--- src/design/dpt_pkg.sv ---
package dpt_pkg;

	localparam int DIV_W = 30;
	localparam int DEN_W = 18;
	localparam int MUL_BITS = 13;

	localparam logic [1:0] MODE_TICK  = 2'd0;
	localparam logic [1:0] MODE_START = 2'd1;
	localparam logic [1:0] MODE_STOP  = 2'd2;

	localparam logic [1:0] REG_ENABLE   = 2'd0;
	localparam logic [1:0] REG_DOWN_NOM = 2'd1;
	localparam logic [1:0] REG_UP_NOM   = 2'd2;
	localparam logic [1:0] REG_TCONST   = 2'd3;

	localparam logic [DEN_W-1:0] SHIFT_DIVISOR  = 18'd39972;
	localparam logic [15:0]      RESET_TCONST   = 16'd1430;
	localparam logic [13:0]      RESET_DURATION = 14'd600;

endpackage

--- src/design/dpt_div.sv ---
module dpt_div
	import dpt_pkg::*;
(
	input  logic             clk,
	input  logic             load,
	input  logic             step,
	input  logic [DIV_W-1:0] dividend,
	input  logic [DEN_W-1:0] divisor,
	output logic [DIV_W-1:0] quotient
);

	logic [DIV_W-1:0] quo_q;
	logic [DEN_W-1:0] rem_q;
	logic [DEN_W-1:0] den_q;
	logic [DEN_W:0]   rem_sh;
	logic             fits;

	// One quotient bit per step, restoring form.
	always_comb begin
		rem_sh = {rem_q, quo_q[DIV_W-1]};
		fits   = (rem_sh >= {1'b0, den_q});
	end

	always_ff @(posedge clk) begin
		if (load) begin
			quo_q <= dividend;
			rem_q <= '0;
			den_q <= divisor;
		end else if (step) begin
			quo_q <= {quo_q[DIV_W-2:0], fits};
			if (fits) begin
				rem_q <= DEN_W'(rem_sh - {1'b0, den_q});
			end else begin
				rem_q <= rem_sh[DEN_W-1:0];
			end
		end
	end

	assign quotient = quo_q;

endmodule

--- src/design/doppler_pass_tracker_unit.sv ---
// Doppler corrector for one satellite pass.
// Input words arrive on s_tvalid/s_tready/s_tdata: a one-second tick, a start
// command carrying the pass duration, or a stop command. Every accepted word
// yields exactly one result word on m_tvalid/m_tready/m_tdata with both
// corrected frequencies, the tracking flag and the seconds left.
// Configuration registers are written through cfg_we/cfg_index/cfg_data; the user
// must write them only while the block is idle, which the block does not enforce.
// Start, stop, unused codes, ignored ticks and the tick that ends a pass go from
// idle straight to the finish state to present their result. A tick that
// recomputes the frequencies runs through setup, a bit-serial division of both nominal
// frequencies by the shift divisor (squares formed alongside), a
// bit-serial square root (products formed alongside), a bit-serial
// division of both products by the root, a commit, and the finish state that loads the result.
// One word is processed at a time; s_tready is high only while idle.
// The result sits in an output register, so a stalled receiver holds it while
// the next word is already taken in; the block then waits to publish.
// Reset clears tracking and the counts, sets the duration to 600 seconds and
// the pass constant to 1430, and zeroes both frequencies.
module doppler_pass_tracker_unit
	import dpt_pkg::*;
(
	input  logic        clk,
	input  logic        arst_n,
	input  logic        s_tvalid,
	output logic        s_tready,
	input  logic [15:0] s_tdata,   // mode[1:0], pass_seconds[15:2]
	output logic        m_tvalid,
	input  logic        m_tready,
	output logic [71:0] m_tdata,   // downlink_now[27:0], uplink_now[56:28],
	                               // is_tracking[57], seconds_left[71:58]
	input  logic        cfg_we,
	input  logic [1:0]  cfg_index,
	input  logic [27:0] cfg_data
);

	localparam logic [2:0] ST_IDLE   = 3'd0;
	localparam logic [2:0] ST_SETUP  = 3'd1;
	localparam logic [2:0] ST_DIVC   = 3'd2;
	localparam logic [2:0] ST_ROOT   = 3'd3;
	localparam logic [2:0] ST_DIVP   = 3'd4;
	localparam logic [2:0] ST_COMMIT = 3'd5;
	localparam logic [2:0] ST_FIN    = 3'd6;

	logic [2:0]  state_q;
	logic [4:0]  cnt_q;

	logic        enable_q;
	logic [27:0] dl_nom_q;
	logic [27:0] ul_nom_q;
	logic [15:0] tconst_q;

	logic        tracking_q;
	logic [13:0] elapsed_q;
	logic [13:0] duration_q;
	logic [27:0] down_q;
	logic [28:0] up_q;
	logic [13:0] remaining_q;

	logic        neg_q;
	logic [16:0] mag10_q;

	logic [33:0] sqa_mc_q;
	logic [16:0] sqa_mp_q;
	logic [33:0] sqa_acc_q;
	logic [31:0] sqt_mc_q;
	logic [15:0] sqt_mp_q;
	logic [31:0] sqt_acc_q;

	logic [35:0] rad_q;
	logic [19:0] rem_q;
	logic [17:0] root_q;

	logic [29:0] prod_dn_q;
	logic [29:0] prod_up_q;

	logic        m_tvalid_q;
	logic [71:0] m_tdata_q;

	logic [1:0]  in_mode;
	logic [13:0] in_secs;
	logic        accept;
	logic [13:0] el_inc;
	logic [13:0] mid;
	logic        neg_d;
	logic [13:0] mag_d;
	logic [16:0] mag10_d;
	logic [34:0] rad_sum;
	logic [21:0] rem_sh;
	logic [19:0] trial;
	logic        root_fits;
	logic [17:0] root_nx;
	logic [4:0]  mul_idx;
	logic        mul_on;

	logic        div_load;
	logic        div_step;
	logic [DIV_W-1:0] div0_dividend;
	logic [DIV_W-1:0] div1_dividend;
	logic [DEN_W-1:0] div_divisor;
	logic [DIV_W-1:0] q_dn;
	logic [DIV_W-1:0] q_up;
	logic [12:0] term_dn;
	logic [12:0] term_up;
	logic [28:0] down_sum;
	logic [28:0] up_sum;
	logic        publish;

	assign in_mode  = s_tdata[1:0];
	assign in_secs  = s_tdata[15:2];
	assign s_tready = (state_q == ST_IDLE);
	assign accept   = s_tvalid && s_tready;
	assign el_inc   = elapsed_q + 14'd1;
	assign publish  = (state_q == ST_FIN) && (!m_tvalid_q || m_tready);

	always_comb begin
		mid     = {1'b0, duration_q[13:1]};
		neg_d   = (elapsed_q < mid);
		mag_d   = neg_d ? (mid - elapsed_q) : (elapsed_q - mid);
		mag10_d = {mag_d, 3'b000} + {2'b00, mag_d, 1'b0};
		rad_sum = {1'b0, sqa_acc_q} + {3'b000, sqt_acc_q};
	end

	always_comb begin
		rem_sh    = {rem_q, rad_q[35:34]};
		trial     = {root_q, 2'b01};
		root_fits = (rem_sh >= {2'b00, trial});
		root_nx   = {root_q[16:0], root_fits};
		mul_on    = (cnt_q < 5'(MUL_BITS));
		mul_idx   = 5'(MUL_BITS - 1) - cnt_q;
	end

	always_comb begin
		div_load = (state_q == ST_SETUP) || (state_q == ST_ROOT && cnt_q == 5'd17);
		div_step = (state_q == ST_DIVC) || (state_q == ST_DIVP);
		if (state_q == ST_SETUP) begin
			div0_dividend = {2'b00, dl_nom_q};
			div1_dividend = {2'b00, ul_nom_q};
			div_divisor   = SHIFT_DIVISOR;
		end else begin
			div0_dividend = prod_dn_q;
			div1_dividend = prod_up_q;
			div_divisor   = root_nx;
		end
	end

	dpt_div u_div_dn (
		.clk      (clk),
		.load     (div_load),
		.step     (div_step),
		.dividend (div0_dividend),
		.divisor  (div_divisor),
		.quotient (q_dn)
	);

	dpt_div u_div_up (
		.clk      (clk),
		.load     (div_load),
		.step     (div_step),
		.dividend (div1_dividend),
		.divisor  (div_divisor),
		.quotient (q_up)
	);

	// A zero root only happens with a zero product, so the term is zero there.
	always_comb begin
		term_dn  = (root_q == '0) ? 13'd0 : q_dn[12:0];
		term_up  = (root_q == '0) ? 13'd0 : q_up[12:0];
		down_sum = neg_q ? ({1'b0, dl_nom_q} + {16'd0, term_dn})
		                 : ({1'b0, dl_nom_q} - {16'd0, term_dn});
		up_sum   = neg_q ? ({1'b0, ul_nom_q} - {16'd0, term_up})
		                 : ({1'b0, ul_nom_q} + {16'd0, term_up});
	end

	always_ff @(posedge clk or negedge arst_n) begin
		if (!arst_n) begin
			enable_q <= 1'b0;
			dl_nom_q <= '0;
			ul_nom_q <= '0;
			tconst_q <= RESET_TCONST;
		end else if (cfg_we) begin
			unique case (cfg_index)
				REG_ENABLE:   enable_q <= cfg_data[0];
				REG_DOWN_NOM: dl_nom_q <= cfg_data;
				REG_UP_NOM:   ul_nom_q <= cfg_data;
				REG_TCONST:   tconst_q <= cfg_data[15:0];
				default:      ;
			endcase
		end
	end

	always_ff @(posedge clk or negedge arst_n) begin
		if (!arst_n) begin
			state_q     <= ST_IDLE;
			cnt_q       <= '0;
			tracking_q  <= 1'b0;
			elapsed_q   <= '0;
			duration_q  <= RESET_DURATION;
			down_q      <= '0;
			up_q        <= '0;
			remaining_q <= '0;
		end else begin
			unique case (state_q)
				ST_IDLE: begin
					if (accept) begin
						state_q <= ST_FIN;
						case (in_mode)
							MODE_START: begin
								duration_q  <= in_secs;
								tracking_q  <= 1'b1;
								elapsed_q   <= '0;
								remaining_q <= in_secs;
							end
							MODE_STOP: begin
								tracking_q  <= 1'b0;
								elapsed_q   <= '0;
								remaining_q <= '0;
								down_q      <= dl_nom_q;
								up_q        <= {1'b0, ul_nom_q};
							end
							MODE_TICK: begin
								if (enable_q && tracking_q) begin
									if (el_inc >= duration_q) begin
										tracking_q  <= 1'b0;
										elapsed_q   <= '0;
										remaining_q <= '0;
										down_q      <= dl_nom_q;
										up_q        <= {1'b0, ul_nom_q};
									end else begin
										elapsed_q   <= el_inc;
										remaining_q <= duration_q - el_inc;
										state_q     <= ST_SETUP;
									end
								end
							end
							default: ;
						endcase
					end
				end
				ST_SETUP: begin
					cnt_q   <= '0;
					state_q <= ST_DIVC;
				end
				ST_DIVC: begin
					if (cnt_q == 5'(DIV_W - 1)) begin
						cnt_q   <= '0;
						state_q <= ST_ROOT;
					end else begin
						cnt_q <= cnt_q + 5'd1;
					end
				end
				ST_ROOT: begin
					if (cnt_q == 5'd17) begin
						cnt_q   <= '0;
						state_q <= ST_DIVP;
					end else begin
						cnt_q <= cnt_q + 5'd1;
					end
				end
				ST_DIVP: begin
					if (cnt_q == 5'(DIV_W - 1)) begin
						cnt_q   <= '0;
						state_q <= ST_COMMIT;
					end else begin
						cnt_q <= cnt_q + 5'd1;
					end
				end
				ST_COMMIT: begin
					down_q  <= down_sum[27:0];
					up_q    <= up_sum;
					state_q <= ST_FIN;
				end
				ST_FIN: begin
					if (publish) begin
						state_q <= ST_IDLE;
					end
				end
				default: state_q <= ST_IDLE;
			endcase
		end
	end

	// Datapath registers: squares, root and products, one bit per cycle.
	always_ff @(posedge clk) begin
		if (state_q == ST_SETUP) begin
			neg_q     <= neg_d;
			mag10_q   <= mag10_d;
			sqa_mc_q  <= {17'd0, mag10_d};
			sqa_mp_q  <= mag10_d;
			sqa_acc_q <= '0;
			sqt_mc_q  <= {16'd0, tconst_q};
			sqt_mp_q  <= tconst_q;
			sqt_acc_q <= '0;
		end else if (state_q == ST_DIVC) begin
			sqa_mc_q <= {sqa_mc_q[32:0], 1'b0};
			sqa_mp_q <= {1'b0, sqa_mp_q[16:1]};
			sqt_mc_q <= {sqt_mc_q[30:0], 1'b0};
			sqt_mp_q <= {1'b0, sqt_mp_q[15:1]};
			if (sqa_mp_q[0]) begin
				sqa_acc_q <= sqa_acc_q + sqa_mc_q;
			end
			if (sqt_mp_q[0]) begin
				sqt_acc_q <= sqt_acc_q + sqt_mc_q;
			end
			if (cnt_q == 5'(DIV_W - 1)) begin
				rad_q  <= {1'b0, rad_sum};
				rem_q  <= '0;
				root_q <= '0;
			end
			prod_dn_q <= '0;
			prod_up_q <= '0;
		end else if (state_q == ST_ROOT) begin
			rad_q  <= {rad_q[33:0], 2'b00};
			root_q <= root_nx;
			if (root_fits) begin
				rem_q <= 20'(rem_sh - {2'b00, trial});
			end else begin
				rem_q <= rem_sh[19:0];
			end
			if (mul_on) begin
				prod_dn_q <= {prod_dn_q[28:0], 1'b0}
					+ (q_dn[mul_idx] ? {13'd0, mag10_q} : 30'd0);
				prod_up_q <= {prod_up_q[28:0], 1'b0}
					+ (q_up[mul_idx] ? {13'd0, mag10_q} : 30'd0);
			end
		end
	end

	always_ff @(posedge clk or negedge arst_n) begin
		if (!arst_n) begin
			m_tvalid_q <= 1'b0;
		end else if (publish) begin
			m_tvalid_q <= 1'b1;
		end else if (m_tready) begin
			m_tvalid_q <= 1'b0;
		end
	end

	always_ff @(posedge clk) begin
		if (publish) begin
			m_tdata_q <= {remaining_q, tracking_q, up_q, down_q};
		end
	end

	assign m_tvalid = m_tvalid_q;
	assign m_tdata  = m_tdata_q;

endmodule
--- config.mk ---
export PLATFORM = sky130hd
export DESIGN_NAME = doppler_pass_tracker_unit
export DESIGN_NICKNAME = d
export VERILOG_FILES = /design/src/design/dpt_pkg.sv /design/src/design/dpt_div.sv /design/src/design/doppler_pass_tracker_unit.sv
export SDC_FILE = /design/constraint.sdc
export NUM_CORES = 2
export LEC_CHECK = 0
export CAP_MARGIN = 20
export CORE_ASPECT_RATIO = 1.75
export CORE_MARGIN = 3
export CORE_UTILIZATION = 60
export CTS_BUF_LIST = sky130_fd_sc_hd__clkbuf_4 sky130_fd_sc_hd__clkbuf_8
export DETAILED_ROUTE_END_ITERATION = 12
export DONT_BUFFER_PORTS = 1
export GPL_TIMING_DRIVEN = 0
export PLACE_DENSITY = 0.76
export SYNTH_ARGS = -nofsm -noshare
export SYNTH_HDL_FRONTEND = slang
export SYNTH_SLANG_ARGS = --single-unit
--- constraint.sdc ---
create_clock -name clk -period 6.55 [get_ports clk]
set_input_delay 1.31 -clock clk [delete_from_list [all_inputs] [get_ports clk]]
set_output_delay 1.31 -clock clk [all_outputs]
set_load 0.005 [all_outputs]
# Yosys cells after proc, flatten, opt, wreduce, memory -nomap -nowiden
# Cells that the tools add are included.
word_totals:
  reg_bits: 685
  inputBits: 51
  output_inout_bits: 74
  elab_cells: 195
op_classes:
  add_sub_neg: 19
  magnitude_cmp: 7
  n_eq_ne: 23
  muxes: 74
  bitwise: 1
  reduce_logical: 37
op_table:
  columns: ["cell", "n"]
  rows:
  - ["$mux W30", 10]
  - ["$mux W29", 4]
  - ["$pmux W29 S2", 2]
  - ["$mux W28", 4]
  - ["$pmux W28 S2", 2]
  - ["$mux W36", 3]
  - ["$mux W17", 6]
  - ["$mux W18", 5]
  - ["$mux W20", 4]
  - ["$mux W14", 5]
  - ["$mux W16", 4]
  - ["$add A30 B17 Y30", 2]
  - ["$pmux W14 S3", 1]
  - ["$ge A19 B18 Y1", 2]
  - ["$sub A18 B18 Y18", 2]
  - ["$add A34 B32 Y35", 1]
  - ["$add A34 B34 Y34", 1]
  - ["$add A32 B32 Y32", 1]
  - ["$add A28 B13 Y29", 1]
  - ["$sub A28 B13 Y29", 1]
  - ["$add A28 B13 Y28", 1]
  - ["$pmux W14 S2", 1]
  - ["$sub A28 B13 Y28", 1]
  - ["$mux W13", 2]
  - ["44 further kinds", 95]

# Longest topological paths before layout
logic_depth:
  ltp_word: 7
  depth_mapped: 25
  ltp_nobuf: 24

# Cells and area by module
# From an unflattened synthesis, not the netlist that was laid out.
hier_totals:
  hier_cells: 4551
  hier_area_um2: 43145.1
modules_own_cells:
  columns: ["module", "instances", "cells_per_inst", "area_per_inst_um2", "seq_area_each_um2"]
  rows:
  - ["doppler_pass_tracker_unit", 1, 3921, 35850.6, 15117.0]
  - ["dpt_div", 2, 315, 3647.2, 1801.7]

# Least setup slack after synthesis
# No wires, ideal clock.
synth_timing:
  kind: "register to register"
  startpoint: "reg cnt_q[0]"
  endpoint: "reg prod_up_q[29], data pin"
  arrival_ps: 5044
  t_required_ps: 6284
  slack_ps: 1240
  path_stages_with_launch: 24
  path_buffers: 4
  synth_period_minus_slack_ps: 5310
  cell_sequence: "dfrtp_1 -> buf_1 -> inv_1 -> ha_1 -> buf_2 -> buf_2 -> mux4_2 -> a211oi_1 -> a211oi_1 -> a21o_1 -> clkbuf_1 -> nand2_1 -> inv_1 -> ha_1 -> a21o_1 -> a21o_1 -> a2111oi_0 -> o31ai_1 -> o21ai_0 -> o21ai_1 -> nor2b_1 -> nand4_1 -> xor2_1 -> nor2_1"
synth_between:
  elab_chain_cells: 7
synth_lines:
  columns: ["item", "line_no", "text"]
  rows:
  - ["from (decl)", "doppler_pass_tracker_unit.sv:45", "logic [4:0] cnt_q;"]
  - ["from (signal assigned)", "doppler_pass_tracker_unit.sv:248", "cnt_q <= cnt_q + 5'd1;"]
  - ["from (signal assigned)", "doppler_pass_tracker_unit.sv:256", "cnt_q <= cnt_q + 5'd1;"]
  - ["from (signal assigned)", "doppler_pass_tracker_unit.sv:264", "cnt_q <= cnt_q + 5'd1;"]
  - ["$sub A4 B5 Y5", "doppler_pass_tracker_unit.sv:129", "mul_idx = 5'(MUL_BITS - 1) - cnt_q;"]
  - ["$bmux W1 S5", "doppler_pass_tracker_unit.sv:323", "+ (q_up[mul_idx] ? {13'd0, mag10_q} : 30'd0);"]
  - ["$mux W1 (not written as such)", "doppler_pass_tracker_unit.sv:323", null]
  - ["$mux W17", "doppler_pass_tracker_unit.sv:323", null]
  - ["$add A30 B17 Y30", "doppler_pass_tracker_unit.sv:323", null]
  - ["$mux W30", "doppler_pass_tracker_unit.sv:319", "if (mul_on) begin"]
  - ["$mux W30", "doppler_pass_tracker_unit.sv:311", "end else if (state_q == ST_ROOT) begin"]
  - ["to (signal assigned)", "doppler_pass_tracker_unit.sv:322", "prod_up_q <= {prod_up_q[28:0], 1'b0}"]
  - ["to (decl)", "doppler_pass_tracker_unit.sv:74", "logic [29:0] prod_up_q;"]
# No other way between the ends. The select of a mux whose other input is x is not followed.
# A chain may end at the register's enable or synchronous reset.

# Worst setup path in the final report
layout_timing:
  startpoint: "reg cnt_q[0]"
  endpoint: "reg prod_dn_q[28], data pin"
layout_between:
  elab_chain_cells: 7
layout_lines:
  columns: ["item", "line_no", "text"]
  rows:
  - ["$sub A4 B5 Y5", "doppler_pass_tracker_unit.sv:129", null]
  - ["$bmux W1 S5", "doppler_pass_tracker_unit.sv:321", "+ (q_dn[mul_idx] ? {13'd0, mag10_q} : 30'd0);"]
  - ["$mux W1 (not written as such)", "doppler_pass_tracker_unit.sv:321", null]
  - ["$mux W17", "doppler_pass_tracker_unit.sv:321", null]
  - ["$add A30 B17 Y30", "doppler_pass_tracker_unit.sv:321", null]
  - ["$mux W30", "doppler_pass_tracker_unit.sv:319", null]
  - ["$mux W30", "doppler_pass_tracker_unit.sv:311", null]
  - ["to (signal assigned)", "doppler_pass_tracker_unit.sv:320", "prod_dn_q <= {prod_dn_q[28:0], 1'b0}"]
  - ["to (decl)", "doppler_pass_tracker_unit.sv:73", "logic [29:0] prod_dn_q;"]
# No other way between the ends. The select of a mux whose other input is x is not followed.

==> metrics <==
synthesized area=about 42000 sq um; Max VDD drop=0.176 mV; endpoints failing hold=0; Post-Route WL=between 100 and 150 mm; Slew Limit Fails=0; clock sink count=between 600 and 700; Critical R2R Launch=cnt_q[0]; final-report setup violation count=0; min-delay worst type=in -> async; Die H=roughly 360 um; Post-synth EDFFs=364; hold-fix buffers at CTS=0; # nets final=a little under 5k; worst reg2reg path depth=23; ys async rst share=between 20% and 30%; Syn. warnings=0; Post-CTS Setup Repair Bufs=0; Area Overhead vs Synth=9.01%; Num CTS Buffers=101; CTS max path bufs=3; post-cts sizing count=8; Worst-path clk slew=approximately 0.070 ns; status=finished clean; critical path data required time=~7 ns; vias in the first global route=roughly 34k; Global Route Usage Sum=between 30% and 40%; Final ANT Viol Nets=0; Routed wire per std cell=21.4 um; Slew headroom=between 10% and 20%; Synthesized Nets=between 4k and 5k; Top FF cell, synth=edfxtp_1; dpl hpwl=roughly 90 mm; CTS tree=done; clk root buf=clkbuf_8; max-cap violations=0; Arr. time, crit path=slightly below 7 ns; initial antenna violation count=8; Initial Util=~61%; Yosys cell types=roughly 110; GPL Wtd Cong=around 1; first-pass GRT wire length=~180 mm; largest net degree at the start of global routing=about 180; Post-Synthesis Cells=between 4k and 5k; # IOs=~130; FP Rows=~130; TritonRoute pass-1 iters=7; setup_tns=0 ns; worst-margin pin slew=1.20 ns; Critical Path Source=cnt_q[0]; Pleak=between 15 and 20 nW; global route overflow=0; clk_lat worst skew=0.77 ns; Final period util=96.5%; pwr/cell area=242 nW/um^2; DRC viols=0; crit path max fanout=10; crit path kind=reg -> reg; die area=roughly 73000 sq um; post-synthesis sequential area ratio=~44%; Clock Skews=roughly 0.06 ns; R2R setup slack=0.23 ns; DR vias=roughly 34k; layout cells sized above 1=8.41%; DR iter-0 viols=about 2.5k; fmax=between 150 and 200 MHz; crit path launch type=flip-flop; Fillers=between 5k and 6k; FF-to-FF End=prod_dn_q[28]; core area=about 69000 sq um; H-tree levels=3; Avg Cell Area, Syn=roughly 9.4 sq um; clock period minus worst slack=6.32 ns; Die X=205 um; I/O Buffers=0; Vias/cell=just over 6; worst hold slack=between 0.2 and 0.3 ns; kind of end point of the critical path=flip-flop; Seq cells post-synth=680
[layout by cell type, fill, tap and decap left out, drive strengths merged, types with 151 or more instances in the layout]
master    n
a21oi   308
clkbuf  307
dfrtp   172
edfxtp  364
ha      295
inv     170
nand2   726
nor2    425
o21ai   257
xnor2   151
[flip-flops by register name (all words and copies together) (netlist names), 17 cells and up]
register / cells
dl_nom_q: 28
down_q: 28
m_tdata: 72
prod_dn_q: 29
prod_up_q: 29
rad_q: 36
rem_q: 20
root_q: 18
sqa_acc_q: 33
sqa_mc_q: 33
sqa_mp_q: 17
sqt_acc_q: 32
sqt_mc_q: 32
u_div_dn.quotient: 30
u_div_dn.rem_q: 18
u_div_up.den_q: 18
u_div_up.quotient: 30
u_div_up.rem_q: 18
ul_nom_q: 28
up_q: 29
[Yosys cell counts (17+ instances only)]
master	number	share of area (%)
o31ai_1	32	0.58
clkbuf_1	149	1.3
dfxtp_1	134	6.4
a31oi_1	112	1.7
xnor2_1	150	3.1
a21o_1	127	2.3
buf_2	17	0.20
nand2b_1	34	0.51
a211oi_1	39	0.70
o21a_1	38	0.68
and3_1	34	0.51
and2_1	55	0.82
mux2_2	85	2.3
nor3_1	77	0.92
nand2_1	725	6.5
xor2_1	120	2.5
nand3_1	78	0.93
a21oi_1	306	3.7
o21bai_1	23	0.41
edfxtp_1	364	26
nand4_1	27	0.40
or3_1	31	0.46
inv_1	167	1.5
o211ai_1	22	0.40
nor2b_1	42	0.63
o21ai_0	242	2.9
ha_1	295	8.8
dfrtp_1	172	10
mux2i_1	45	1.1
nor2_1	425	3.8
[logic make-up (layout without fill, tap and decap cells)]
logic type      count (synthesis)  in the layout  synth area share (%)
flops                         680            680                  43.5
simple gates                 1594           1594                  16.7
xor+xnor                      272            272                  5.76
buf+inv                       353            552                  3.28
other cells                     0             16                     0
compound gates               1107           1107                  17.0
fa+ha+maj                     308            308                  9.46
mux                           147            147                  4.27
[critical path, stage by stage, from the launching register on]
cell and delay (ns):
dfrtp_1 0.50, clkbuf_4 0.35, inv_1 0.07, ha_1 0.28, buf_2 0.32, buf_4 0.33
mux4_2 0.56, mux4_2 0.47, a21o_1 0.26, clkbuf_2 0.22, and2_1 0.19, ha_1 0.20
inv_1 0.07, fa_1 0.19, nor2b_1 0.06, o21ai_0 0.20, a21boi_0 0.15, o21ai_0 0.39
a21oi_2 0.16, o2111ai_1 0.47, a31oi_4 0.23, nand3_1 0.15, xor2_1 0.16, nor2_1 0.05
[worst max path at each step]
| stage | to | slack (ns) | cells after the start |
|---|---|---|---|
| floorplan | prod_up_q[29] | 1.24 | 23 |
| global placement | prod_dn_q[28] | -0.77 | 22 |
| detailed placement | prod_dn_q[28] | -0.75 | 24 |
| CTS | prod_dn_q[28] | 0.03 | 24 |
| global route | prod_dn_q[24] | -0.06 | 23 |
| finish | prod_dn_q[28] | 0.23 | 23 |
[per-layer routing]
| metal | global-route usage (%) | part of all wire [%] |
|---|---|---|
| met4 | 22.6 | 8.1 |
| met1 | 34.5 | 35 |
| met2 | 58.0 | 51 |
| met3 | 4.62 | 5.7 |
| met5 | 0 | 0 |
[area by class of cell]
class / instances / area [sq um] / area share (%)
clock buffer: 157 / 1930 / 4.24
buffer: 185 / 748 / 1.64
antenna: 16 / 40.0 / 0.0879
inverter: 168 / 633 / 1.39
sequential: 680 / 18200 / 39.9
tap: 903 / 1130 / 2.48
clock inverter: 33 / 417 / 0.915
multi-input combinational: 3428 / 22300 / 49.0
timing repair buffer: 9 / 165 / 0.363
[power breakdown]
group	total (mW)	switching (mW)	internal, mW
clock	4.01	1.77	2.24
sequential	5.06	0.262	4.79
combinational	1.98	1.11	0.872
[metrics by stage]
step / cells / cell area, sq um / util, % / total power, mW / setup slack [ns]
CTS: 5563 / 45500 / 66.1 / 11.1 / 0.0316
floorplan: 4461 / 41800 / - / 6.57 / 1.24
finish: 5579 / 45500 / 66.2 / 11.0 / 0.228
detailed placement: 5373 / 43100 / 62.6 / 7.08 / -0.748
global route: 5564 / 45500 / 66.1 / 11.5 / -0.0641
global placement: 5364 / 42900 / 62.3 / 7.03 / -0.774
Power figures use the tool's default switching activity.
